===== src/design/utc_pkg.sv =====
`timescale 1ns / 1ps
// ----------------------------------------------------------------------------
// utc_pkg
// Shared types, charset codes and encoding constants of the UTF-8 transcoder.
// ----------------------------------------------------------------------------
package utc_pkg;

  localparam logic [2:0] CS_UTF8    = 3'd0;
  localparam logic [2:0] CS_UTF16LE = 3'd1;
  localparam logic [2:0] CS_UTF16BE = 3'd2;
  localparam logic [2:0] CS_LATIN1  = 3'd3;
  localparam logic [2:0] CS_WIN1252 = 3'd4;

  localparam logic [20:0] REPL_CP      = 21'h00FFFD;
  localparam logic [7:0]  REPL_BYTE    = 8'h3F;
  localparam logic [20:0] CP_MAX       = 21'h10FFFF;
  localparam logic [20:0] SUPP_BASE    = 21'h010000;
  localparam logic [15:0] HI_SURR_BASE = 16'hD800;
  localparam logic [15:0] LO_SURR_BASE = 16'hDC00;

  // One decoded code point on its way from decoder to encoder.
  typedef struct packed {
    logic [20:0] cp;
    logic        run_end;
    logic        text_end;
  } cp_item_t;

  function automatic logic [7:0] win1252_byte(input logic [20:0] cp);
    logic [7:0] b;
    case (cp)
      21'h0020AC: b = 8'h80;
      21'h00201A: b = 8'h82;
      21'h000192: b = 8'h83;
      21'h00201E: b = 8'h84;
      21'h002026: b = 8'h85;
      21'h002020: b = 8'h86;
      21'h002021: b = 8'h87;
      21'h0002C6: b = 8'h88;
      21'h002030: b = 8'h89;
      21'h000160: b = 8'h8A;
      21'h002039: b = 8'h8B;
      21'h000152: b = 8'h8C;
      21'h00017D: b = 8'h8E;
      21'h002018: b = 8'h91;
      21'h002019: b = 8'h92;
      21'h00201C: b = 8'h93;
      21'h00201D: b = 8'h94;
      21'h002022: b = 8'h95;
      21'h002013: b = 8'h96;
      21'h002014: b = 8'h97;
      21'h0002DC: b = 8'h98;
      21'h002122: b = 8'h99;
      21'h000161: b = 8'h9A;
      21'h00203A: b = 8'h9B;
      21'h000153: b = 8'h9C;
      21'h00017E: b = 8'h9E;
      21'h000178: b = 8'h9F;
      default: begin
        if (cp < 21'h000080 || (cp >= 21'h0000A0 && cp <= 21'h0000FF)) begin
          b = cp[7:0];
        end else begin
          b = REPL_BYTE;
        end
      end
    endcase
    return b;
  endfunction

endpackage


===== src/design/utc_front.sv =====
`timescale 1ns / 1ps
// ----------------------------------------------------------------------------
// utc_front
// UTF-8 decoder: buffers an incomplete sequence and emits one code point
// per cycle into the queue while it is not full, replaying bytes after a rejected lead.
// ----------------------------------------------------------------------------
module utc_front (
  input  logic               clk,
  input  logic               rst,
  input  logic               in_valid,
  output logic               in_ready,
  input  logic [7:0]         in_byte,
  input  logic               in_last,
  input  logic               q_full,
  output logic               q_push,
  output utc_pkg::cp_item_t  q_item
);

  function automatic logic [2:0] lead_len(input logic [7:0] b);
    logic [2:0] n;
    if (!b[7]) begin
      n = 3'd1;
    end else if (b[7:5] == 3'b110) begin
      n = 3'd2;
    end else if (b[7:4] == 4'b1110) begin
      n = 3'd3;
    end else if (b[7:3] == 5'b11110) begin
      n = 3'd4;
    end else begin
      n = 3'd0;
    end
    return n;
  endfunction

  function automatic logic is_cont(input logic [7:0] b);
    return b[7:6] == 2'b10;
  endfunction

  logic [7:0]  w [4];
  logic [2:0]  wn;
  logic        wlast;
  logic        busy;

  logic [31:0] wv;
  logic [31:0] rv;
  logic [31:0] base_v;
  logic [2:0]  base_n;
  logic [2:0]  len;
  logic [2:0]  nlen;
  logic [2:0]  k;
  logic [2:0]  rn;
  logic        need_more;
  logic        park;
  logic        final_emit;
  logic        done;
  logic        accept;
  logic [20:0] cp;
  logic [10:0] v2;
  logic [15:0] v3;
  logic [20:0] v4;
  logic        ok2;
  logic        ok3;
  logic        ok4;

  assign wv        = {w[3], w[2], w[1], w[0]};
  assign len       = lead_len(w[0]);
  assign need_more = (len >= 3'd2) && (len > wn);

  assign v2  = {w[0][4:0], w[1][5:0]};
  assign v3  = {w[0][3:0], w[1][5:0], w[2][5:0]};
  assign v4  = {w[0][2:0], w[1][5:0], w[2][5:0], w[3][5:0]};
  assign ok2 = is_cont(w[1]) && (v2 >= 11'h080);
  assign ok3 = is_cont(w[1]) && is_cont(w[2]) && (v3 >= 16'h0800)
               && (v3[15:11] != 5'b11011);
  assign ok4 = is_cont(w[1]) && is_cont(w[2]) && is_cont(w[3])
               && (v4 >= utc_pkg::SUPP_BASE) && (v4 <= utc_pkg::CP_MAX);

  always_comb begin
    cp = utc_pkg::REPL_CP;
    k  = 3'd1;
    unique case (len)
      3'd1: cp = {13'd0, w[0]};
      3'd2: begin
        if (!need_more && ok2) begin
          cp = {10'd0, v2};
          k  = 3'd2;
        end
      end
      3'd3: begin
        if (!need_more && ok3) begin
          cp = {5'd0, v3};
          k  = 3'd3;
        end
      end
      3'd4: begin
        if (!need_more && ok4) begin
          cp = v4;
          k  = 3'd4;
        end
      end
      default: ;
    endcase
  end

  assign park = need_more && !wlast;
  assign rn   = wn - k;
  assign rv   = wv >> {k, 3'b000};
  assign nlen = lead_len(rv[7:0]);

  // Close the run early when the remaining bytes would only be held back.
  assign final_emit = (rn == 3'd0) || (!wlast && (nlen >= 3'd2) && (nlen > rn));

  assign q_push = busy && !park && !q_full;
  assign done   = busy && (park || (q_push && final_emit));
  assign in_ready = !busy || done;
  assign accept   = in_valid && in_ready;

  assign q_item.cp       = cp;
  assign q_item.run_end  = final_emit;
  assign q_item.text_end = wlast && final_emit;

  assign base_v = (busy && !park) ? rv : wv;
  assign base_n = (busy && !park) ? rn : wn;

  always_ff @(posedge clk) begin
    if (rst) begin
      busy <= 1'b0;
      wn   <= 3'd0;
    end else if (accept) begin
      busy <= 1'b1;
      wn   <= base_n + 3'd1;
    end else if (done) begin
      busy <= 1'b0;
      wn   <= base_n;
    end else if (q_push) begin
      wn   <= rn;
    end
  end

  always_ff @(posedge clk) begin
    if (accept) begin
      for (int i = 0; i < 4; i++) begin
        w[i] <= (base_n == 3'(i)) ? in_byte : base_v[8*i +: 8];
      end
      wlast <= in_last;
    end else if (done || q_push) begin
      for (int i = 0; i < 4; i++) begin
        w[i] <= base_v[8*i +: 8];
      end
    end
  end

endmodule


===== src/design/utc_fifo.sv =====
`timescale 1ns / 1ps
// ----------------------------------------------------------------------------
// utc_fifo
// Short queue of decoded code points between decoder and encoder.
// ----------------------------------------------------------------------------
module utc_fifo #(
  parameter int DEPTH = 4
) (
  input  logic               clk,
  input  logic               rst,
  input  logic               push,
  input  utc_pkg::cp_item_t  push_item,
  output logic               full,
  output logic               head_valid,
  output utc_pkg::cp_item_t  head,
  input  logic               pop
);

  localparam int PW = (DEPTH > 1) ? $clog2(DEPTH) : 1;
  localparam int CW = $clog2(DEPTH + 1);

  utc_pkg::cp_item_t slots [DEPTH];
  logic [PW-1:0] wr_ptr;
  logic [PW-1:0] rd_ptr;
  logic [CW-1:0] count;

  assign full       = (count == CW'(DEPTH));
  assign head_valid = (count != '0);
  assign head       = slots[rd_ptr];

  always_ff @(posedge clk) begin
    if (rst) begin
      wr_ptr <= '0;
      rd_ptr <= '0;
      count  <= '0;
    end else begin
      if (push) begin
        wr_ptr <= (wr_ptr == PW'(DEPTH - 1)) ? '0 : wr_ptr + 1'b1;
      end
      if (pop) begin
        rd_ptr <= (rd_ptr == PW'(DEPTH - 1)) ? '0 : rd_ptr + 1'b1;
      end
      if (push && !pop) begin
        count <= count + 1'b1;
      end else if (pop && !push) begin
        count <= count - 1'b1;
      end
    end
  end

  always_ff @(posedge clk) begin
    if (push) begin
      slots[wr_ptr] <= push_item;
    end
  end

endmodule


===== src/design/utc_back.sv =====
`timescale 1ns / 1ps
// ----------------------------------------------------------------------------
// utc_back
// Charset encoder: turns the queued code point into output bytes, one per
// cycle while the output is not stalled, through a registered output stage.
// ----------------------------------------------------------------------------
module utc_back (
  input  logic               clk,
  input  logic               rst,
  input  logic [2:0]         charset,
  input  logic               head_valid,
  input  utc_pkg::cp_item_t  head,
  output logic               pop,
  output logic               m_tvalid,
  input  logic               m_tready,
  output logic [7:0]         m_tdata,
  output logic               m_tuser,
  output logic               m_tlast
);

  logic [7:0]  e [4];
  logic [2:0]  n;
  logic [1:0]  idx;
  logic [20:0] s;
  logic [15:0] u0;
  logic [15:0] u1;
  logic [20:0] cp;
  logic        last_b;
  logic        load_ok;

  assign cp = head.cp;
  assign s  = cp - utc_pkg::SUPP_BASE;

  always_comb begin
    if (cp <= 21'h00FFFF) begin
      u0 = cp[15:0];
      u1 = 16'h0000;
    end else begin
      u0 = utc_pkg::HI_SURR_BASE | {6'd0, s[19:10]};
      u1 = utc_pkg::LO_SURR_BASE | {6'd0, s[9:0]};
    end
  end

  always_comb begin
    n    = 3'd0;
    e[0] = 8'h00;
    e[1] = 8'h00;
    e[2] = 8'h00;
    e[3] = 8'h00;
    unique case (charset) inside
      utc_pkg::CS_UTF8: begin
        if (cp < 21'h000080) begin
          n    = 3'd1;
          e[0] = cp[7:0];
        end else if (cp < 21'h000800) begin
          n    = 3'd2;
          e[0] = {3'b110, cp[10:6]};
          e[1] = {2'b10, cp[5:0]};
        end else if (cp < 21'h010000) begin
          n    = 3'd3;
          e[0] = {4'b1110, cp[15:12]};
          e[1] = {2'b10, cp[11:6]};
          e[2] = {2'b10, cp[5:0]};
        end else begin
          n    = 3'd4;
          e[0] = {5'b11110, cp[20:18]};
          e[1] = {2'b10, cp[17:12]};
          e[2] = {2'b10, cp[11:6]};
          e[3] = {2'b10, cp[5:0]};
        end
      end
      utc_pkg::CS_UTF16LE, utc_pkg::CS_UTF16BE: begin
        n = (cp <= 21'h00FFFF) ? 3'd2 : 3'd4;
        if (charset == utc_pkg::CS_UTF16BE) begin
          e[0] = u0[15:8];
          e[1] = u0[7:0];
          e[2] = u1[15:8];
          e[3] = u1[7:0];
        end else begin
          e[0] = u0[7:0];
          e[1] = u0[15:8];
          e[2] = u1[7:0];
          e[3] = u1[15:8];
        end
      end
      utc_pkg::CS_LATIN1: begin
        n    = 3'd1;
        e[0] = (cp <= 21'h0000FF) ? cp[7:0] : utc_pkg::REPL_BYTE;
      end
      utc_pkg::CS_WIN1252: begin
        n    = 3'd1;
        e[0] = utc_pkg::win1252_byte(cp);
      end
      default: n = 3'd0;
    endcase
  end

  assign last_b  = ({1'b0, idx} == (n - 3'd1));
  assign load_ok = !m_tvalid || m_tready;
  assign pop     = head_valid && load_ok && ((n == 3'd0) || last_b);

  always_ff @(posedge clk) begin
    if (rst) begin
      m_tvalid <= 1'b0;
      idx      <= 2'd0;
    end else if (load_ok) begin
      m_tvalid <= head_valid && (n != 3'd0);
      if (head_valid && (n != 3'd0)) begin
        idx <= last_b ? 2'd0 : idx + 2'd1;
      end
    end
  end

  always_ff @(posedge clk) begin
    if (load_ok && head_valid && (n != 3'd0)) begin
      m_tdata <= e[idx];
      m_tuser <= head.run_end && last_b;
      m_tlast <= head.text_end && last_b;
    end
  end

endmodule


===== src/design/utf8_to_charset_transcoder_core.sv =====
`timescale 1ns / 1ps
// ----------------------------------------------------------------------------
// utf8_to_charset_transcoder_core
// UTF-8 byte stream in, text re-encoded in the selected charset out.
// ----------------------------------------------------------------------------
// The decoder takes one input byte per cycle while it is not busy and
// resolves one code point per cycle while the queue is not full (a byte
// that completes no sequence yields none; an item that replays rejected
// bytes yields one code point per byte); the encoder sends one output byte
// per cycle while the output is not stalled, so in steady state the slower
// half sets the pace. A QUEUE_DEPTH deep code point queue lets both halves
// stall on their own. Write cfg_wdata (0 UTF-8, 1 UTF-16LE, 2 UTF-16BE,
// 3 Latin-1, 4 Windows-1252) only while the block is idle.
// ----------------------------------------------------------------------------
module utf8_to_charset_transcoder_core #(
  parameter int QUEUE_DEPTH = 4
) (
  input  logic       clk,
  input  logic       rst,
  input  logic       s_tvalid,
  output logic       s_tready,
  input  logic [7:0] s_tdata,   // [7:0] in_byte
  input  logic       s_tlast,   // last_of_text
  output logic       m_tvalid,
  input  logic       m_tready,
  output logic [7:0] m_tdata,   // [7:0] out_byte
  output logic       m_tuser,   // [0] run_last
  output logic       m_tlast,   // text_end
  input  logic       cfg_we,
  input  logic [2:0] cfg_wdata  // target_charset
);

  logic [2:0]        charset;
  logic              q_push;
  logic              q_full;
  logic              q_valid;
  logic              q_pop;
  utc_pkg::cp_item_t q_in;
  utc_pkg::cp_item_t q_head;

  always_ff @(posedge clk) begin
    if (rst) begin
      charset <= utc_pkg::CS_UTF8;
    end else if (cfg_we) begin
      charset <= cfg_wdata;
    end
  end

  utc_front u_front (
    .clk      (clk),
    .rst      (rst),
    .in_valid (s_tvalid),
    .in_ready (s_tready),
    .in_byte  (s_tdata),
    .in_last  (s_tlast),
    .q_full   (q_full),
    .q_push   (q_push),
    .q_item   (q_in)
  );

  utc_fifo #(
    .DEPTH (QUEUE_DEPTH)
  ) u_fifo (
    .clk        (clk),
    .rst        (rst),
    .push       (q_push),
    .push_item  (q_in),
    .full       (q_full),
    .head_valid (q_valid),
    .head       (q_head),
    .pop        (q_pop)
  );

  utc_back u_back (
    .clk        (clk),
    .rst        (rst),
    .charset    (charset),
    .head_valid (q_valid),
    .head       (q_head),
    .pop        (q_pop),
    .m_tvalid   (m_tvalid),
    .m_tready   (m_tready),
    .m_tdata    (m_tdata),
    .m_tuser    (m_tuser),
    .m_tlast    (m_tlast)
  );

endmodule


===== config.mk =====
export PLATFORM = sky130hd
export DESIGN_NAME = utf8_to_charset_transcoder_core
export DESIGN_NICKNAME = d
export VERILOG_FILES = /design/src/design/utc_pkg.sv /design/src/design/utc_front.sv /design/src/design/utc_fifo.sv /design/src/design/utc_back.sv /design/src/design/utf8_to_charset_transcoder_core.sv
export SDC_FILE = /design/constraint.sdc
export NUM_CORES = 1
export LEC_CHECK = 0
export ABC_AREA = 0
export CAP_MARGIN = 30
export CORE_AREA = 2 2 119 179
export CTS_BUF_LIST = sky130_fd_sc_hd__clkbuf_2
export CTS_CLUSTER_SIZE = 8
export DETAILED_ROUTE_END_ITERATION = 10
export DIE_AREA = 0 0 121 181
export DONT_BUFFER_PORTS = 1
export MAX_ROUTING_LAYER = met4
export SLEW_MARGIN = 20
export SYNTH_ARGS = -nofsm -noshare
export SYNTH_HDL_FRONTEND = slang
export SYNTH_SLANG_ARGS = --single-unit

===== constraint.sdc =====
create_clock -name clk -period 11.4 [get_ports clk]
set_clock_uncertainty 0.1 [all_clocks]
set_input_delay 1.14 -clock clk [delete_from_list [all_inputs] [get_ports clk]]
set_output_delay 1.14 -clock clk [all_outputs]
set_load 0.02 [all_outputs]

**Word-level counts from Yosys, hierarchy flattened**

Memories as Yosys holds them, arrays and structs flattened. A register that Yosys moved wholly into a read port is not among the register bits.
Index checks and enable logic that the tools add are counted.
W data, S select, Z words.

- Flip-flop bits (word level): 28
- RAM bits: 124
- Bits of input ports: 17
- Output and inout bits: 12
- Logic and storage cells: 219
- Memories: 2

- Add/subtract/negate cells: 9
- Order comparisons: 15
- Equality and inequality tests: 52
- Shifts and indexed selects: 1
- Muxes and demuxes: 67
- Bitwise operators: 5
- Reductions and logical operators: 56

Memories:

| memory | depth | width | read ports | clocked after memory_dff | write ports | line | RTL |
|---|---|---|---|---|---|---|---|
| u_fifo.slots | 4 | 23 | 1 | 1 | 1 | utc_fifo.sv:22 | `utc_pkg::cp_item_t slots [DEPTH];` |
| u_front.w | 4 | 8 | 4 | 0 | 4 | utc_front.sv:39 | `logic [7:0] w [4];` |

Operators with widths:

| operator | number |
|---|---|
| $eq A21 B14 Y1 const B | 17 |
| $pmux W8 S27 | 1 |
| $eq A21 B9 Y1 const B | 8 |
| $mux W8 | 14 |
| $pmux W21 S4 | 1 |
| $mux W16 | 5 |
| $mux W32 | 2 |
| $mux W3 | 19 |
| $pmux W24 S2 | 1 |
| $eq A21 B10 Y1 const B | 2 |
| $mux W21 | 2 |
| $pmux W8 S4 | 1 |
| $shr A32 B6 Y32 | 1 |
| $logic_and A1 B1 Y1 | 29 |
| $mux W24 | 1 |
| $ge A21 B17 Y1 const B | 1 |
| $ge A21 B8 Y1 const B | 1 |
| $le A21 B16 Y1 const B | 1 |
| $le A21 B21 Y1 const B | 1 |
| $le A21 B8 Y1 const B | 1 |
| $lt A21 B12 Y1 const B | 1 |
| $lt A21 B17 Y1 const B | 1 |
| $lt A21 B8 Y1 const B | 1 |
| $sub A20 B17 Y20 const B | 1 |
| other kinds (31) | 92 |

**Depth between registers and ports, before layout**

Gate-level depths: netlist of the first run.
An unclocked memory read counts as a cell.

- Depth in word-level cells: 30
- Gate-level depth with buffers: 27
- Gate-level depth less buffers: 23

**Hierarchy**

Synthesis of the first run repeated with hierarchy kept, for this count alone.

- Cells, all modules: 1006
- Area total of the unflattened synthesis: 10502.6 sq um

By module, submodules not included:

| module | instances | cells an instance | area each (sq um) | sequential area each (sq um) |
|---|---|---|---|---|
| utc_fifo | 1 | 164 | 3794.9 | 2942.8 |
| utc_front | 1 | 390 | 3497.1 | 1071.0 |
| utc_back | 1 | 443 | 3109.2 | 360.3 |
| utf8_to_charset_transcoder_core | 1 | 9 | 101.3 | 60.1 |

**Worst setup path after synthesis of the first run**

No wires, ideal clock.

- Path kind: register to output
- Start point: memory u_front.w[0][5]
- End point: output port s_tready
- Data arrival time: 4.768 ns
- Required time: 10.160 ns
- Setup slack: 5.392 ns
- Cell stages (with the launch flop): 23
- Buffers on the path: 4
- Path through: edfxtp_1 -> clkbuf_1 -> nand2_1 -> or3_1 -> clkinv_1 -> buf_1 -> ha_1 -> o21ai_0 -> a211o_1 -> buf_2 -> nand3_1 -> nand2_1 -> inv_1 -> clkbuf_1 -> fa_1 -> xor2_1 -> xnor2_1 -> inv_1 -> ha_1 -> a21oi_1 -> a311oi_1 -> o2111ai_1 -> nand2b_1

RTL lines:

| element | line | RTL |
|---|---|---|
| start: declaration | utc_front.sv:39 |  |
| end: declaration | utf8_to_charset_transcoder_core.sv:21 | `output logic s_tready,` |

==> results of run 1 <==
-- layout make-up --
type                            instances  share of cell area (%)
Antenna cell                            1                  0.0240
Clock buffer                           17                   0.815
Clock inverter                         15                    1.57
Inverter                               31                    1.11
Multi-Input combinational cell        723                    49.7
Sequential cell                       154                    42.5
Tap cell                              264                    3.16
Timing Repair Buffer                   17                    1.17
-- cells in the final DEF (no fill, tap or decap), drive strengths merged, types with 23 or more instances in the layout --
cell type	netlist	final
inv	30	35
nand2	78	78
a22o	25	25
nand3	32	32
mux2i	23	23
nor2	90	90
nor3	24	24
mux2	25	25
mux4	23	23
edfxtp	135	135
a21oi	46	46
o21ai	68	68
-- synthesized netlist by cell type (5+ instances only) --
cell / count / share of area (%)
a211o_1: 5 / 0.44
a211oi_1: 12 / 0.90
a21oi_1: 45 / 2.2
a221oi_1: 5 / 0.44
a222oi_1: 5 / 0.50
a22o_1: 25 / 2.2
a22oi_1: 17 / 1.3
a31oi_1: 17 / 1.1
and2_1: 20 / 1.2
buf_2: 15 / 0.75
clkbuf_1: 33 / 1.2
dfxtp_1: 19 / 3.8
edfxtp_1: 135 / 40
ha_1: 22 / 2.7
inv_1: 30 / 1.1
mux2_2: 25 / 2.8
mux2i_1: 22 / 2.2
mux4_1: 5 / 1.3
mux4_2: 18 / 4.0
nand2_1: 77 / 2.9
nand2b_1: 14 / 0.87
nand3_1: 32 / 1.6
nand3b_1: 5 / 0.37
nand4_1: 9 / 0.56
nor2_1: 89 / 3.3
nor2b_1: 13 / 0.81
nor3_1: 21 / 1.0
nor4_1: 12 / 0.75
o2111ai_1: 5 / 0.44
o211ai_1: 9 / 0.67
o21ai_0: 65 / 3.2
o221ai_1: 6 / 0.52
or3_1: 13 / 0.81
xnor2_1: 6 / 0.52
xor2_1: 5 / 0.44
-- worst register-to-register path: stages, from the launching register on --
cell      delay [ps]
edfxtp_1         500
nand2_1          190
or3_1            230
clkinv_1         470
ha_1             500
and3_1           170
a211o_1          320
nand3_1          340
nand2_1          330
inv_1            260
fa_1             470
xor2_1           160
xnor2_1          290
inv_1            100
ha_1             320
a21oi_1           60
a311oi_1         390
nand4_1          170
o21ai_2          430
o211a_1          480
mux2_2           380
-- state kept, by name, summed over array words and instances (netlist names), named ones only --
signal,cells
charset,3
u_back.idx,2
u_back.m_tdata,8
u_back.m_tlast,1
u_back.m_tuser,1
u_back.m_tvalid,1
u_fifo.count,3
u_fifo.rd_ptr,2
u_fifo.slots,92
u_fifo.wr_ptr,2
u_front.busy,1
u_front.w,32
u_front.wlast,1
u_front.wn,3
-- routing by layer --
metal / wire, um / global-route usage (%) / up-vias
li1: - / - / 3707
met1: 10400 / 28.8 / 3902
met2: 15500 / 49.1 / 373
met3: 1300 / 4.07 / 127
met4: 1800 / 17.3 / 0
met5: 0 / - / -
-- cell families after synthesis --
logic type,share of synthesized area (%)
compound gates,18.5
xor+xnor,0.959
fa+ha+maj,3.14
buf+inv,4.28
flops,44.1
mux,10.6
simple gates,18.4
-- power breakdown --
part,internal [mW],switching [mW]
Sequential,0.876,0.198
Combinational,0.492,0.851
Clock,0.104,0.211
-- final timing paths --
check / depth (start not counted) / end / slack (ps)
max: 18 / s_tready / 3870
min: 1 / u_back.m_tvalid / 300
min reg2reg: 2 / u_fifo.rd_ptr[0] / 420
max reg2reg: 20 / u_front.w[0][23] / 4530
-- stage by stage --
step | instances | hold slack, ps | power [mW] | setup WS, ps
2_1_floorplan | 970 | 363 | 2.03 | 5390
3_3_place_gp | 1187 | 392 | 2.40 | 4640
5_1_grt | 1222 | 208 | 2.92 | 3300
6_report | 1222 | 305 | 2.73 | 3870
4_1_cts | 1220 | 235 | 2.72 | 3860
3_5_place_dp | 1188 | 395 | 2.40 | 4610
==> run_summary.xml, run 1 <==
<?xml version="1.0" encoding="UTF-8"?>
<metrics>
  <group name="sta">
    <metric name="hold_violation_count_in_the_final_report" unit="">0</metric>
    <metric name="final_number_of_setup_violating_endpoints" unit="">0</metric>
    <metric name="drv_slew" unit="">0</metric>
    <metric name="timing.fmax" unit="MHz">133</metric>
    <metric name="period_minus_slack" unit="ps">7530</metric>
    <metric name="worst-slew-pin-transition" unit="ps">942</metric>
    <metric name="finalSetupTns" unit="ps">0</metric>
    <metric name="final_min_period_over_clock_period" unit="%">66.1</metric>
    <metric name="rsz0062_at_grt" unit="">no</metric>
    <metric name="max_slew_margin" unit="%">37.2</metric>
  </group>
  <group name="hold_path">
    <metric name="hold_class" unit="">in2reg</metric>
    <metric name="hold_path_startpoint" unit="">rst</metric>
  </group>
  <group name="logic_synthesis">
    <metric name="ys_types" unit="">90</metric>
    <metric name="synth_seq_area_share" unit="%">44.1</metric>
    <metric name="synth_async_sr_flop_share" unit="%">0</metric>
    <metric name="yosys_register_bits" unit="">154</metric>
    <metric name="synthesis.yosys.warnings" unit="">0</metric>
    <metric name="postSynthNetCount" unit="">1011</metric>
    <metric name="synth_top_flop_cell" unit="">edfxtp_1</metric>
    <metric name="post_synth_inst_count" unit="">970</metric>
    <metric name="syn-mean-instance-area" unit="um2">10.4</metric>
    <metric name="synth-edff-count" unit="">135</metric>
    <metric name="syn-cell-area" unit="um2">10000</metric>
  </group>
  <group name="finish">
    <metric name="register_area" unit="um2">4430</metric>
    <metric name="multiInputGateArea" unit="um2">5190</metric>
    <metric name="layout_cell_share_with_drive_strength_beyond_1" unit="%">12.4</metric>
    <metric name="final_design_area_no_fill" unit="um2">10400</metric>
    <metric name="fin_util" unit="%">51.6</metric>
    <metric name="areaGrowthSynthToFinish" unit="%">3.96</metric>
    <metric name="layout.filler_cells" unit="">1868</metric>
    <metric name="final_net_count" unit="">985</metric>
  </group>
  <group name="power">
    <metric name="power.density" unit="nW/um2">262</metric>
    <metric name="power.ir.vdd_worst" unit="V">0.000136</metric>
    <metric name="cellLeakagePower" unit="nW">3.53</metric>
  </group>
  <group name="setup_path">
    <metric name="cp_max_fo" unit="">18</metric>
    <metric name="critical-path-top-delay-family" unit="">simple AND/OR/NAND/NOR gates</metric>
    <metric name="worst_ep_required_time" unit="ps">10160</metric>
    <metric name="timing.critical_path.from" unit="">u_front.w[0][7]</metric>
    <metric name="critical_path_cell_list" unit="">nand2_1 &gt; or3_1 &gt; clkinv_1 &gt; ha_1 &gt; and3_1 &gt; a211o_1 &gt; nand3_1 &gt; nand2_1 &gt; inv_1 &gt; fa_1 &gt; xor2_1 &gt; xnor2_1 &gt; inv_1 &gt; ha_1 &gt; a21oi_1 &gt; a311oi_1 &gt; o2111ai_1 &gt; nand2b_1</metric>
    <metric name="worst_setup_path_end_kind" unit="">output pin</metric>
    <metric name="worst-setup-path-type" unit="">reg2out</metric>
    <metric name="timing.critical_path.slowest_stage_cell" unit="">edfxtp_1</metric>
    <metric name="crit_arrival" unit="ps">6290</metric>
    <metric name="cp-start-kind" unit="">register</metric>
    <metric name="crit-reg2reg-launch" unit="">u_front.w[0][7]</metric>
    <metric name="critical-path-max-stage-delay" unit="ps">500</metric>
    <metric name="buf_inv_on_cp" unit="">3</metric>
  </group>
  <group name="global_routing">
    <metric name="grt_antenna_before_repair" unit="">1</metric>
    <metric name="grt-ovfl-total" unit="">0</metric>
    <metric name="track_usage" unit="%">27.9</metric>
    <metric name="grt_pass1_wl" unit="um">45400</metric>
    <metric name="grt_pass1_vias" unit="">8095</metric>
    <metric name="maximum_number_of_pins_on_one_net_before_global_route_repair" unit="">41</metric>
  </group>
  <group name="floorplanning">
    <metric name="placeableCoreArea" unit="um2">20300</metric>
    <metric name="initial_core_util" unit="%">49.6</metric>
    <metric name="floorplan.io_pins" unit="">29</metric>
    <metric name="dieHeight" unit="um">181</metric>
    <metric name="placement_rows" unit="">64</metric>
    <metric name="dieWidth" unit="um">121</metric>
    <metric name="dieArea" unit="um2">21900</metric>
  </group>
  <group name="clock_tree">
    <metric name="clk_pin_slew" unit="ps">250</metric>
    <metric name="tritoncts" unit="">built</metric>
    <metric name="insertion_delay" unit="ps">740</metric>
    <metric name="cts_buffers" unit="">17</metric>
    <metric name="root_buffer" unit="">clkbuf_2</metric>
    <metric name="htree_levels" unit="">4</metric>
    <metric name="cts.repair.resized" unit="">0</metric>
    <metric name="clkSinkCount" unit="">154</metric>
    <metric name="cts_setup_buffers" unit="">0</metric>
    <metric name="max-clock-path-buffers" unit="">2</metric>
    <metric name="cts_hold_buffers" unit="">0</metric>
  </group>
  <group name="placed_design">
    <metric name="dpl.hpwl" unit="um">21000</metric>
    <metric name="placement.io_buffers" unit="">0</metric>
    <metric name="placedInstanceArea" unit="um2">10200</metric>
    <metric name="gp_congestion" unit="">1.01</metric>
  </group>
  <group name="route">
    <metric name="initialDrtViolationCount" unit="">795</metric>
    <metric name="route.antenna.remaining_nets" unit="">0</metric>
    <metric name="drt-pass1-iter-count" unit="">6</metric>
    <metric name="vias_per_cell" unit="">6.64</metric>
    <metric name="drt_drc_violations_left" unit="">0</metric>
    <metric name="totalWireLength" unit="um">29000</metric>
    <metric name="num_vias" unit="">8109</metric>
    <metric name="route.detailed.wl_per_inst" unit="um">23.8</metric>
  </group>
  <group name="job">
    <metric name="timing.max_cap.violations" unit="">0</metric>
  </group>
  <group name="outcome">
    <metric name="run_status" unit="">finished, final reports clean</metric>
  </group>
</metrics>
Note: power is estimated with default switching activity, not from simulation.
==> inputs of run 2 (changes only) <==
Clock period 11.4 ns to 7.75 ns, I/O delays scaled along.
==> run_summary.xml, run 2 (synthesis gave the netlist of run 1 again) <==
<?xml version="1.0" encoding="UTF-8"?>
<metrics>
  <group name="outcome">
    <metric name="run_status" unit="">finished, final reports clean</metric>
  </group>
  <group name="power">
    <metric name="cellLeakagePower" unit="nW">3.60</metric>
    <metric name="power.sequential.fraction" unit="%">39.1</metric>
    <metric name="p_comb_share" unit="%">48.3</metric>
    <metric name="cellInternalPower" unit="mW">2.23</metric>
    <metric name="power.density" unit="nW/um2">385</metric>
    <metric name="power.ir.vdd_worst" unit="V">0.000260</metric>
    <metric name="power_switching_share" unit="%">45.1</metric>
    <metric name="power.switching" unit="mW">1.84</metric>
    <metric name="clock_power_share" unit="%">12.6</metric>
  </group>
  <group name="clock_tree">
    <metric name="insertion_delay" unit="ps">750</metric>
    <metric name="max-clock-path-buffers" unit="">2</metric>
    <metric name="cts_setup_buffers" unit="">0</metric>
    <metric name="cts_hold_buffers" unit="">7</metric>
    <metric name="clkSinkCount" unit="">154</metric>
    <metric name="cts_buffers" unit="">17</metric>
    <metric name="cts.repair.resized" unit="">0</metric>
    <metric name="clk_pin_slew" unit="ps">260</metric>
    <metric name="tritoncts" unit="">built</metric>
    <metric name="htree_levels" unit="">4</metric>
    <metric name="root_buffer" unit="">clkbuf_2</metric>
  </group>
  <group name="global_routing">
    <metric name="grt_antenna_before_repair" unit="">1</metric>
    <metric name="track_usage" unit="%">27.7</metric>
    <metric name="grt-ovfl-total" unit="">0</metric>
    <metric name="maximum_number_of_pins_on_one_net_before_global_route_repair" unit="">40</metric>
    <metric name="grt_pass1_vias" unit="">8035</metric>
    <metric name="grt_pass1_wl" unit="um">45200</metric>
  </group>
  <group name="sta">
    <metric name="finalSetupTns" unit="ps">0</metric>
    <metric name="timing.fmax" unit="MHz">139</metric>
    <metric name="drv_slew" unit="">0</metric>
    <metric name="rsz0062_at_grt" unit="">no</metric>
    <metric name="final_number_of_setup_violating_endpoints" unit="">0</metric>
    <metric name="worst-slew-pin-transition" unit="ps">853</metric>
    <metric name="worst_hold_margin" unit="ps">79.1</metric>
    <metric name="max_slew_margin" unit="%">43.1</metric>
    <metric name="hold_violation_count_in_the_final_report" unit="">0</metric>
    <metric name="final_min_period_over_clock_period" unit="%">92.6</metric>
    <metric name="period_minus_slack" unit="ps">7170</metric>
  </group>
  <group name="floorplanning">
    <metric name="placeableCoreArea" unit="um2">20300</metric>
    <metric name="initial_core_util" unit="%">49.6</metric>
    <metric name="dieArea" unit="um2">21900</metric>
    <metric name="dieHeight" unit="um">181</metric>
    <metric name="floorplan.io_pins" unit="">29</metric>
    <metric name="dieWidth" unit="um">121</metric>
    <metric name="placement_rows" unit="">64</metric>
  </group>
  <group name="placed_design">
    <metric name="placement.io_buffers" unit="">0</metric>
    <metric name="gp_congestion" unit="">1.01</metric>
    <metric name="placedInstanceArea" unit="um2">10200</metric>
    <metric name="numPlacedInstances" unit="">1191</metric>
    <metric name="dpl.hpwl" unit="um">21000</metric>
  </group>
  <group name="finish">
    <metric name="register_area" unit="um2">4430</metric>
    <metric name="final_net_count" unit="">995</metric>
    <metric name="multiInputGateArea" unit="um2">5190</metric>
    <metric name="reg.largest.list" unit="">u_fifo.slots x92, u_front.w x32, u_back.m_tdata x8</metric>
    <metric name="commonest_non_fill_non_tap_cell_in_the_layout" unit="">edfxtp_1</metric>
    <metric name="areaGrowthSynthToFinish" unit="%">5.26</metric>
    <metric name="flip_flop_count_of_the_largest_register_after_layout" unit="">92</metric>
    <metric name="layout.cells.non_filler" unit="">1231</metric>
    <metric name="layout.filler_cells" unit="">1831</metric>
    <metric name="layout_cell_share_with_drive_strength_beyond_1" unit="%">12.5</metric>
    <metric name="final_design_area_no_fill" unit="um2">10600</metric>
    <metric name="fin_util" unit="%">52.2</metric>
    <metric name="commonest_non_fill_non_tap_cells_in_the_layout" unit="">edfxtp_1 (135), nor2_1 (89), nand2_1 (77), o21ai_0 (63), a21oi_1 (45)</metric>
    <metric name="register_with_the_most_flip_flops" unit="">u_fifo.slots</metric>
  </group>
  <group name="route">
    <metric name="totalWireLength" unit="um">28800</metric>
    <metric name="drt-pass1-iter-count" unit="">7</metric>
    <metric name="route.detailed.wl_per_inst" unit="um">23.4</metric>
    <metric name="vias_per_cell" unit="">6.57</metric>
    <metric name="num_vias" unit="">8091</metric>
    <metric name="route.antenna.remaining_nets" unit="">0</metric>
    <metric name="initialDrtViolationCount" unit="">918</metric>
    <metric name="drt_drc_violations_left" unit="">0</metric>
  </group>
  <group name="setup_path">
    <metric name="worst-setup-path-type" unit="">reg2out</metric>
    <metric name="worst_setup_path_end_kind" unit="">output pin</metric>
    <metric name="critical-path-max-stage-delay" unit="ps">600</metric>
    <metric name="cp_max_fo" unit="">18</metric>
    <metric name="cp-start-kind" unit="">register</metric>
    <metric name="crit_arrival" unit="ps">6300</metric>
    <metric name="timing.critical_path.slowest_stage_cell" unit="">edfxtp_1</metric>
    <metric name="worst_ep_required_time" unit="ps">6880</metric>
    <metric name="critical_path_cell_list" unit="">nand2_1 &gt; or3_1 &gt; clkinv_1 &gt; ha_1 &gt; o21ai_0 &gt; a211o_1 &gt; nand3_1 &gt; nand2_1 &gt; inv_1 &gt; fa_1 &gt; xor2_1 &gt; xnor2_1 &gt; inv_1 &gt; ha_1 &gt; a21oi_1 &gt; a311oi_1 &gt; o2111ai_1 &gt; nand2b_1</metric>
  </group>
  <group name="hold_path">
    <metric name="hold_class" unit="">in2reg</metric>
  </group>
  <group name="job">
    <metric name="timing.max_cap.violations" unit="">0</metric>
  </group>
</metrics>
run 2: cell types whose count changed in the layout (fill, tap and decap cells not counted), moves of 2 or more:
cell	delta
clkinv_4	-3
bufinv_16	+2
clkinv_2	+2
clkinvlp_4	-2
dlygate4sd3_1	+8
buf_4	+4
run 2: through the flow:
step / setup slack (ps) / total power [mW]
floorplan: 1850 / 2.98
global placement: 1210 / 3.53
detailed placement: 1000 / 3.54
CTS: 600 / 4.06
global route: 7.87 / 4.33
finish: 575 / 4.07
run 2: critical path, delay by kind of cell (launching register included):
kind	cells	cell delay, ps
flops	1	600
xor+xnor	2	440
fa+ha+maj	3	1260
buf+inv	3	850
simple gates	5	1270
compound gates	5	1160
run 2: area by class of cell:
type | count | area share, %
Inverter | 31 | 1.10
Sequential cell | 154 | 41.9
Clock buffer | 18 | 0.852
Multi-Input combinational cell | 723 | 49.1
Timing Repair Buffer | 27 | 2.11
Tap cell | 264 | 3.12
Clock inverter | 13 | 1.79
Antenna cell | 1 | 0.0237
run 2: routing by layer:
metal	GRT usage, %	up-vias	wire [um]
met4	15.9	0	1590
li1	-	3737	-
met2	48.3	303	15400
met3	3.91	98	1070
met5	-	-	0
met1	29.6	3953	10700
run 2: final timing paths:
kind                    start          endpoint  slack (ps)  depth (start not counted)
max           u_front.w[0][4]          s_tready         580                         18
min                       rst     u_front.wn[2]          80                          2
max reg2reg   u_front.w[0][4]  u_front.w[0][17]         830                         20
min reg2reg  u_fifo.rd_ptr[0]          register         380                          2
run 2: power groups by stage:
| stage | clock network [mW] | logic (mW) | registers, mW |
|---|---|---|---|
| 6_report | 0.515 | 1.97 | 1.59 |
| 5_1_grt | 0.564 | 2.15 | 1.62 |
| 4_1_cts | 0.533 | 1.94 | 1.59 |
| 3_5_place_dp | 0 | 1.93 | 1.61 |
| 3_3_place_gp | 0 | 1.92 | 1.61 |
| 2_1_floorplan | 0 | 1.53 | 1.45 |
==> inputs of run 3 (changes only) <==
--- a/config.mk
+++ b/config.mk
@@ -6,11 +6,11 @@
 export NUM_CORES = 1
 export LEC_CHECK = 0
-export ABC_AREA = 0
+export ABC_AREA = 1
 export CAP_MARGIN = 30
-export CORE_AREA = 2 2 119 179
+export CORE_AREA = 2 2 121 182
 export CTS_BUF_LIST = sky130_fd_sc_hd__clkbuf_2
 export CTS_CLUSTER_SIZE = 8
 export DETAILED_ROUTE_END_ITERATION = 10
-export DIE_AREA = 0 0 121 181
+export DIE_AREA = 0 0 123 184
 export DONT_BUFFER_PORTS = 1
 export MAX_ROUTING_LAYER = met4
==> constraint.sdc (replaced) <==
create_clock -name clk -period 7.75 [get_ports clk]
set_clock_uncertainty 0.1 [all_clocks]
set_input_delay 1.55 -clock clk [delete_from_list [all_inputs] [get_ports clk]]
set_output_delay 1.55 -clock clk [all_outputs]
set_load 0.02 [all_outputs]
==> run_summary.xml, run 3 <==
<?xml version="1.0" encoding="UTF-8"?>
<metrics>
  <group name="clock_tree">
    <metric name="max-clock-path-buffers" unit="">2</metric>
    <metric name="cts_hold_buffers" unit="">0</metric>
    <metric name="cts_setup_buffers" unit="">0</metric>
    <metric name="clk_pin_slew" unit="ps">220</metric>
    <metric name="clkSinkCount" unit="">154</metric>
    <metric name="tritoncts" unit="">built</metric>
    <metric name="htree_levels" unit="">4</metric>
    <metric name="root_buffer" unit="">clkbuf_2</metric>
    <metric name="cts.repair.resized" unit="">0</metric>
    <metric name="cts_buffers" unit="">17</metric>
    <metric name="insertion_delay" unit="ps">760</metric>
  </group>
  <group name="logic_synthesis">
    <metric name="synth-edff-count" unit="">135</metric>
    <metric name="postSynthNetCount" unit="">1359</metric>
    <metric name="synthTopCellsByArea" unit="">edfxtp_1 (39%), nand2_1 (12%), nand3_1 (5.2%)</metric>
    <metric name="syn-mean-instance-area" unit="um2">7.90</metric>
    <metric name="synthesis.yosys.warnings" unit="">0</metric>
    <metric name="ys_types" unit="">62</metric>
    <metric name="syn-cell-area" unit="um2">10400</metric>
    <metric name="synth_async_sr_flop_share" unit="%">0</metric>
    <metric name="synth_top_flop_cell" unit="">edfxtp_1</metric>
    <metric name="ys_top_cells_by_count" unit="">nand2_1 (322), edfxtp_1 (135), inv_1 (130)</metric>
    <metric name="synth_most_common_cell" unit="">nand2_1</metric>
    <metric name="yosys_register_bits" unit="">154</metric>
    <metric name="biggest_area_consumer_among_synthesized_cells" unit="">edfxtp_1</metric>
    <metric name="synth_seq_area_share" unit="%">42.6</metric>
    <metric name="synthDominantCellAreaShare" unit="%">38.9</metric>
    <metric name="post_synth_inst_count" unit="">1318</metric>
  </group>
  <group name="setup_path">
    <metric name="worst_path_most_repeated_cell" unit="">nand2_4</metric>
    <metric name="timing.critical_path.from" unit="">u_front.w[0][7]</metric>
    <metric name="critical-path-max-stage-delay" unit="ps">580</metric>
    <metric name="crit-reg2reg-launch" unit="">u_front.w[0][7]</metric>
    <metric name="buf_inv_on_cp" unit="">2</metric>
    <metric name="worst_ep_required_time" unit="ps">6100</metric>
    <metric name="timing.critical_path.slowest_stage_cell" unit="">edfxtp_1</metric>
    <metric name="r2r-end" unit="">u_front.w[0][0]</metric>
    <metric name="worst_setup_path_end_kind" unit="">output pin</metric>
    <metric name="cp-start-kind" unit="">register</metric>
    <metric name="path_depth_of_the_worst_reg2reg_path" unit="">32</metric>
    <metric name="cp_num_cells" unit="">27</metric>
    <metric name="setup.reg_to_reg.worst_slack" unit="ps">1870</metric>
    <metric name="crit_arrival" unit="ps">5570</metric>
    <metric name="cp_max_fo" unit="">26</metric>
    <metric name="worst-setup-path-type" unit="">reg2out</metric>
    <metric name="crit_end" unit="">s_tready</metric>
    <metric name="critical-path-top-delay-family" unit="">simple AND/OR/NAND/NOR gates</metric>
  </group>
  <group name="finish">
    <metric name="layout_cell_share_with_drive_strength_beyond_1" unit="%">10.3</metric>
    <metric name="reg.largest.list" unit="">u_fifo.slots x92, u_front.w x32, u_back.m_tdata x8</metric>
    <metric name="areaGrowthSynthToFinish" unit="%">4.37</metric>
    <metric name="commonest_non_fill_non_tap_cell_in_the_layout" unit="">nand2_1</metric>
    <metric name="final_net_count" unit="">1344</metric>
    <metric name="fin_util" unit="%">51.8</metric>
    <metric name="register_with_the_most_flip_flops" unit="">u_fifo.slots</metric>
    <metric name="commonest_non_fill_non_tap_cells_in_the_layout" unit="">nand2_1 (322), edfxtp_1 (135), inv_1 (130), nor2_1 (109), nand3_1 (109)</metric>
    <metric name="flip_flop_count_of_the_largest_register_after_layout" unit="">92</metric>
  </group>
  <group name="floorplanning">
    <metric name="initial_core_util" unit="%">49.6</metric>
    <metric name="dieWidth" unit="um">123</metric>
    <metric name="dieArea" unit="um2">22600</metric>
    <metric name="floorplan.io_pins" unit="">29</metric>
    <metric name="placeableCoreArea" unit="um2">21000</metric>
    <metric name="placement_rows" unit="">65</metric>
    <metric name="dieHeight" unit="um">184</metric>
  </group>
  <group name="power">
    <metric name="power.density" unit="nW/um2">446</metric>
    <metric name="clock_power_share" unit="%">9.9</metric>
    <metric name="power_switching_share" unit="%">52.9</metric>
    <metric name="power.sequential.fraction" unit="%">32.2</metric>
    <metric name="cellLeakagePower" unit="nW">4.44</metric>
    <metric name="power.ir.vdd_worst" unit="V">0.000258</metric>
    <metric name="power.switching" unit="mW">2.56</metric>
    <metric name="cellInternalPower" unit="mW">2.28</metric>
    <metric name="p_comb_share" unit="%">57.9</metric>
  </group>
  <group name="job">
    <metric name="timing.max_cap.violations" unit="">0</metric>
  </group>
  <group name="global_routing">
    <metric name="track_usage" unit="%">29.9</metric>
    <metric name="grt_pass1_wl" unit="um">49500</metric>
    <metric name="grt-ovfl-total" unit="">0</metric>
    <metric name="grt_antenna_before_repair" unit="">1</metric>
    <metric name="grt_pass1_vias" unit="">9078</metric>
    <metric name="maximum_number_of_pins_on_one_net_before_global_route_repair" unit="">43</metric>
  </group>
  <group name="route">
    <metric name="vias_per_cell" unit="">5.97</metric>
    <metric name="route.antenna.remaining_nets" unit="">0</metric>
    <metric name="num_vias" unit="">9455</metric>
    <metric name="drt-pass1-iter-count" unit="">6</metric>
    <metric name="route.detailed.wl_per_inst" unit="um">19.9</metric>
    <metric name="drt_drc_violations_left" unit="">0</metric>
    <metric name="initialDrtViolationCount" unit="">922</metric>
    <metric name="totalWireLength" unit="um">31600</metric>
  </group>
  <group name="sta">
    <metric name="final_min_period_over_clock_period" unit="%">93.2</metric>
    <metric name="max_slew_margin" unit="%">36.6</metric>
    <metric name="hold_violation_count_in_the_final_report" unit="">0</metric>
    <metric name="rsz0062_at_grt" unit="">no</metric>
    <metric name="drv_slew" unit="">0</metric>
    <metric name="period_minus_slack" unit="ps">7220</metric>
    <metric name="timing.fmax" unit="MHz">138</metric>
    <metric name="worst-slew-pin-transition" unit="ps">948</metric>
    <metric name="final_number_of_setup_violating_endpoints" unit="">0</metric>
    <metric name="finalSetupTns" unit="ps">0</metric>
  </group>
  <group name="outcome">
    <metric name="run_status" unit="">finished, final reports clean</metric>
  </group>
  <group name="placed_design">
    <metric name="gp_congestion" unit="">1.03</metric>
    <metric name="dpl.hpwl" unit="um">23500</metric>
    <metric name="placement.io_buffers" unit="">0</metric>
  </group>
  <group name="hold_path">
    <metric name="hold_class" unit="">reg2reg</metric>
  </group>
</metrics>
## run 3: cell count changes in the layout (fill, tap and decap cells not counted), sizes merged, moves of 25 or more
cell	change
a21oi	+46
a22o	-25
inv	+114
mux2	-25
nand2	+261
nand3	+82
nand4	+31
nor2	+36
o21ai	+29
## run 3: power by group through the flow
stage	combinational (mW)	sequential, mW	clock (mW)
after floorplan	2.04	1.49	0
after global placement	2.74	1.57	0
after detailed placement	2.75	1.57	0
after CTS	2.76	1.55	0.488
after global routing	3.10	1.58	0.519
final	2.80	1.56	0.481
## run 3: worst min path at each step
| stage | end | start | slack (ps) | cells after the start |
|---|---|---|---|---|
| after floorplan | u_fifo.count[2] | u_fifo.count[2] | 370 | 2 |
| after global placement | u_fifo.count[2] | u_fifo.count[2] | 390 | 2 |
| after detailed placement | u_fifo.count[2] | u_fifo.count[2] | 400 | 2 |
| after CTS | u_fifo.count[2] | u_fifo.count[2] | 430 | 2 |
| after global routing | register | u_fifo.rd_ptr[1] | 450 | 2 |
| final | u_fifo.count[2] | u_fifo.count[2] | 430 | 2 |
## run 3: kinds of logic (layout without fill, tap and decap cells)
group / count (synthesis) / after routing / share of synthesized area (%)
other: 0 / 1 / 0
AND/OR/NAND/NOR: 653 / 653 / 28.6
XOR/XNOR: 4 / 4 / 0.337
AO/OA/AOI/OAI: 281 / 281 / 17.3
adder cells (fa/ha/maj): 24 / 24 / 3.03
buffers and inverters: 202 / 200 / 8.20
flip-flops: 154 / 154 / 42.6
## run 3: through the flow
| step | area [um2] | instances | total power, mW | worst slack [ps] | hold WS, ps |
|---|---|---|---|---|---|
| after detailed placement | 10600 | 1552 | 4.32 | 1260 | 404 |
| after floorplan | 10400 | 1318 | 3.53 | 1540 | 371 |
| after CTS | 10900 | 1584 | 4.80 | 390 | 430 |
| final | 10900 | 1585 | 4.84 | 528 | 428 |
| after global routing | 10900 | 1585 | 5.21 | 54.3 | 447 |
| after global placement | 10600 | 1552 | 4.31 | 1370 | 394 |
## run 3: routing by layer
metal	wire length, um	part of all wire, %	vias to the layer above	GRT usage [%]
met5	0	0	-	-
met4	2030	6.4	0	18.4
met3	1310	4.1	118	4.03
met2	16800	53	353	53.2
met1	11400	36	4430	30.4
li1	-	-	4554	-
## run 3: final cells by class
| type | count | area (um2) |
|---|---|---|
| fill | 2052 | 10100 |
| multi-input combinational | 962 | 5140 |
| sequential | 154 | 4430 |
| inverter | 152 | 577 |
| tap | 268 | 335 |
| clock inverter | 15 | 174 |
| timing repair buffer | 16 | 120 |
| clock buffer | 17 | 85.1 |
| antenna | 1 | 2.50 |
## run 3: worst min-delay path, cell delays in order (launching register included)
cell and delay, ps:
dfxtp_1 370, inv_1 80, a21oi_1 60
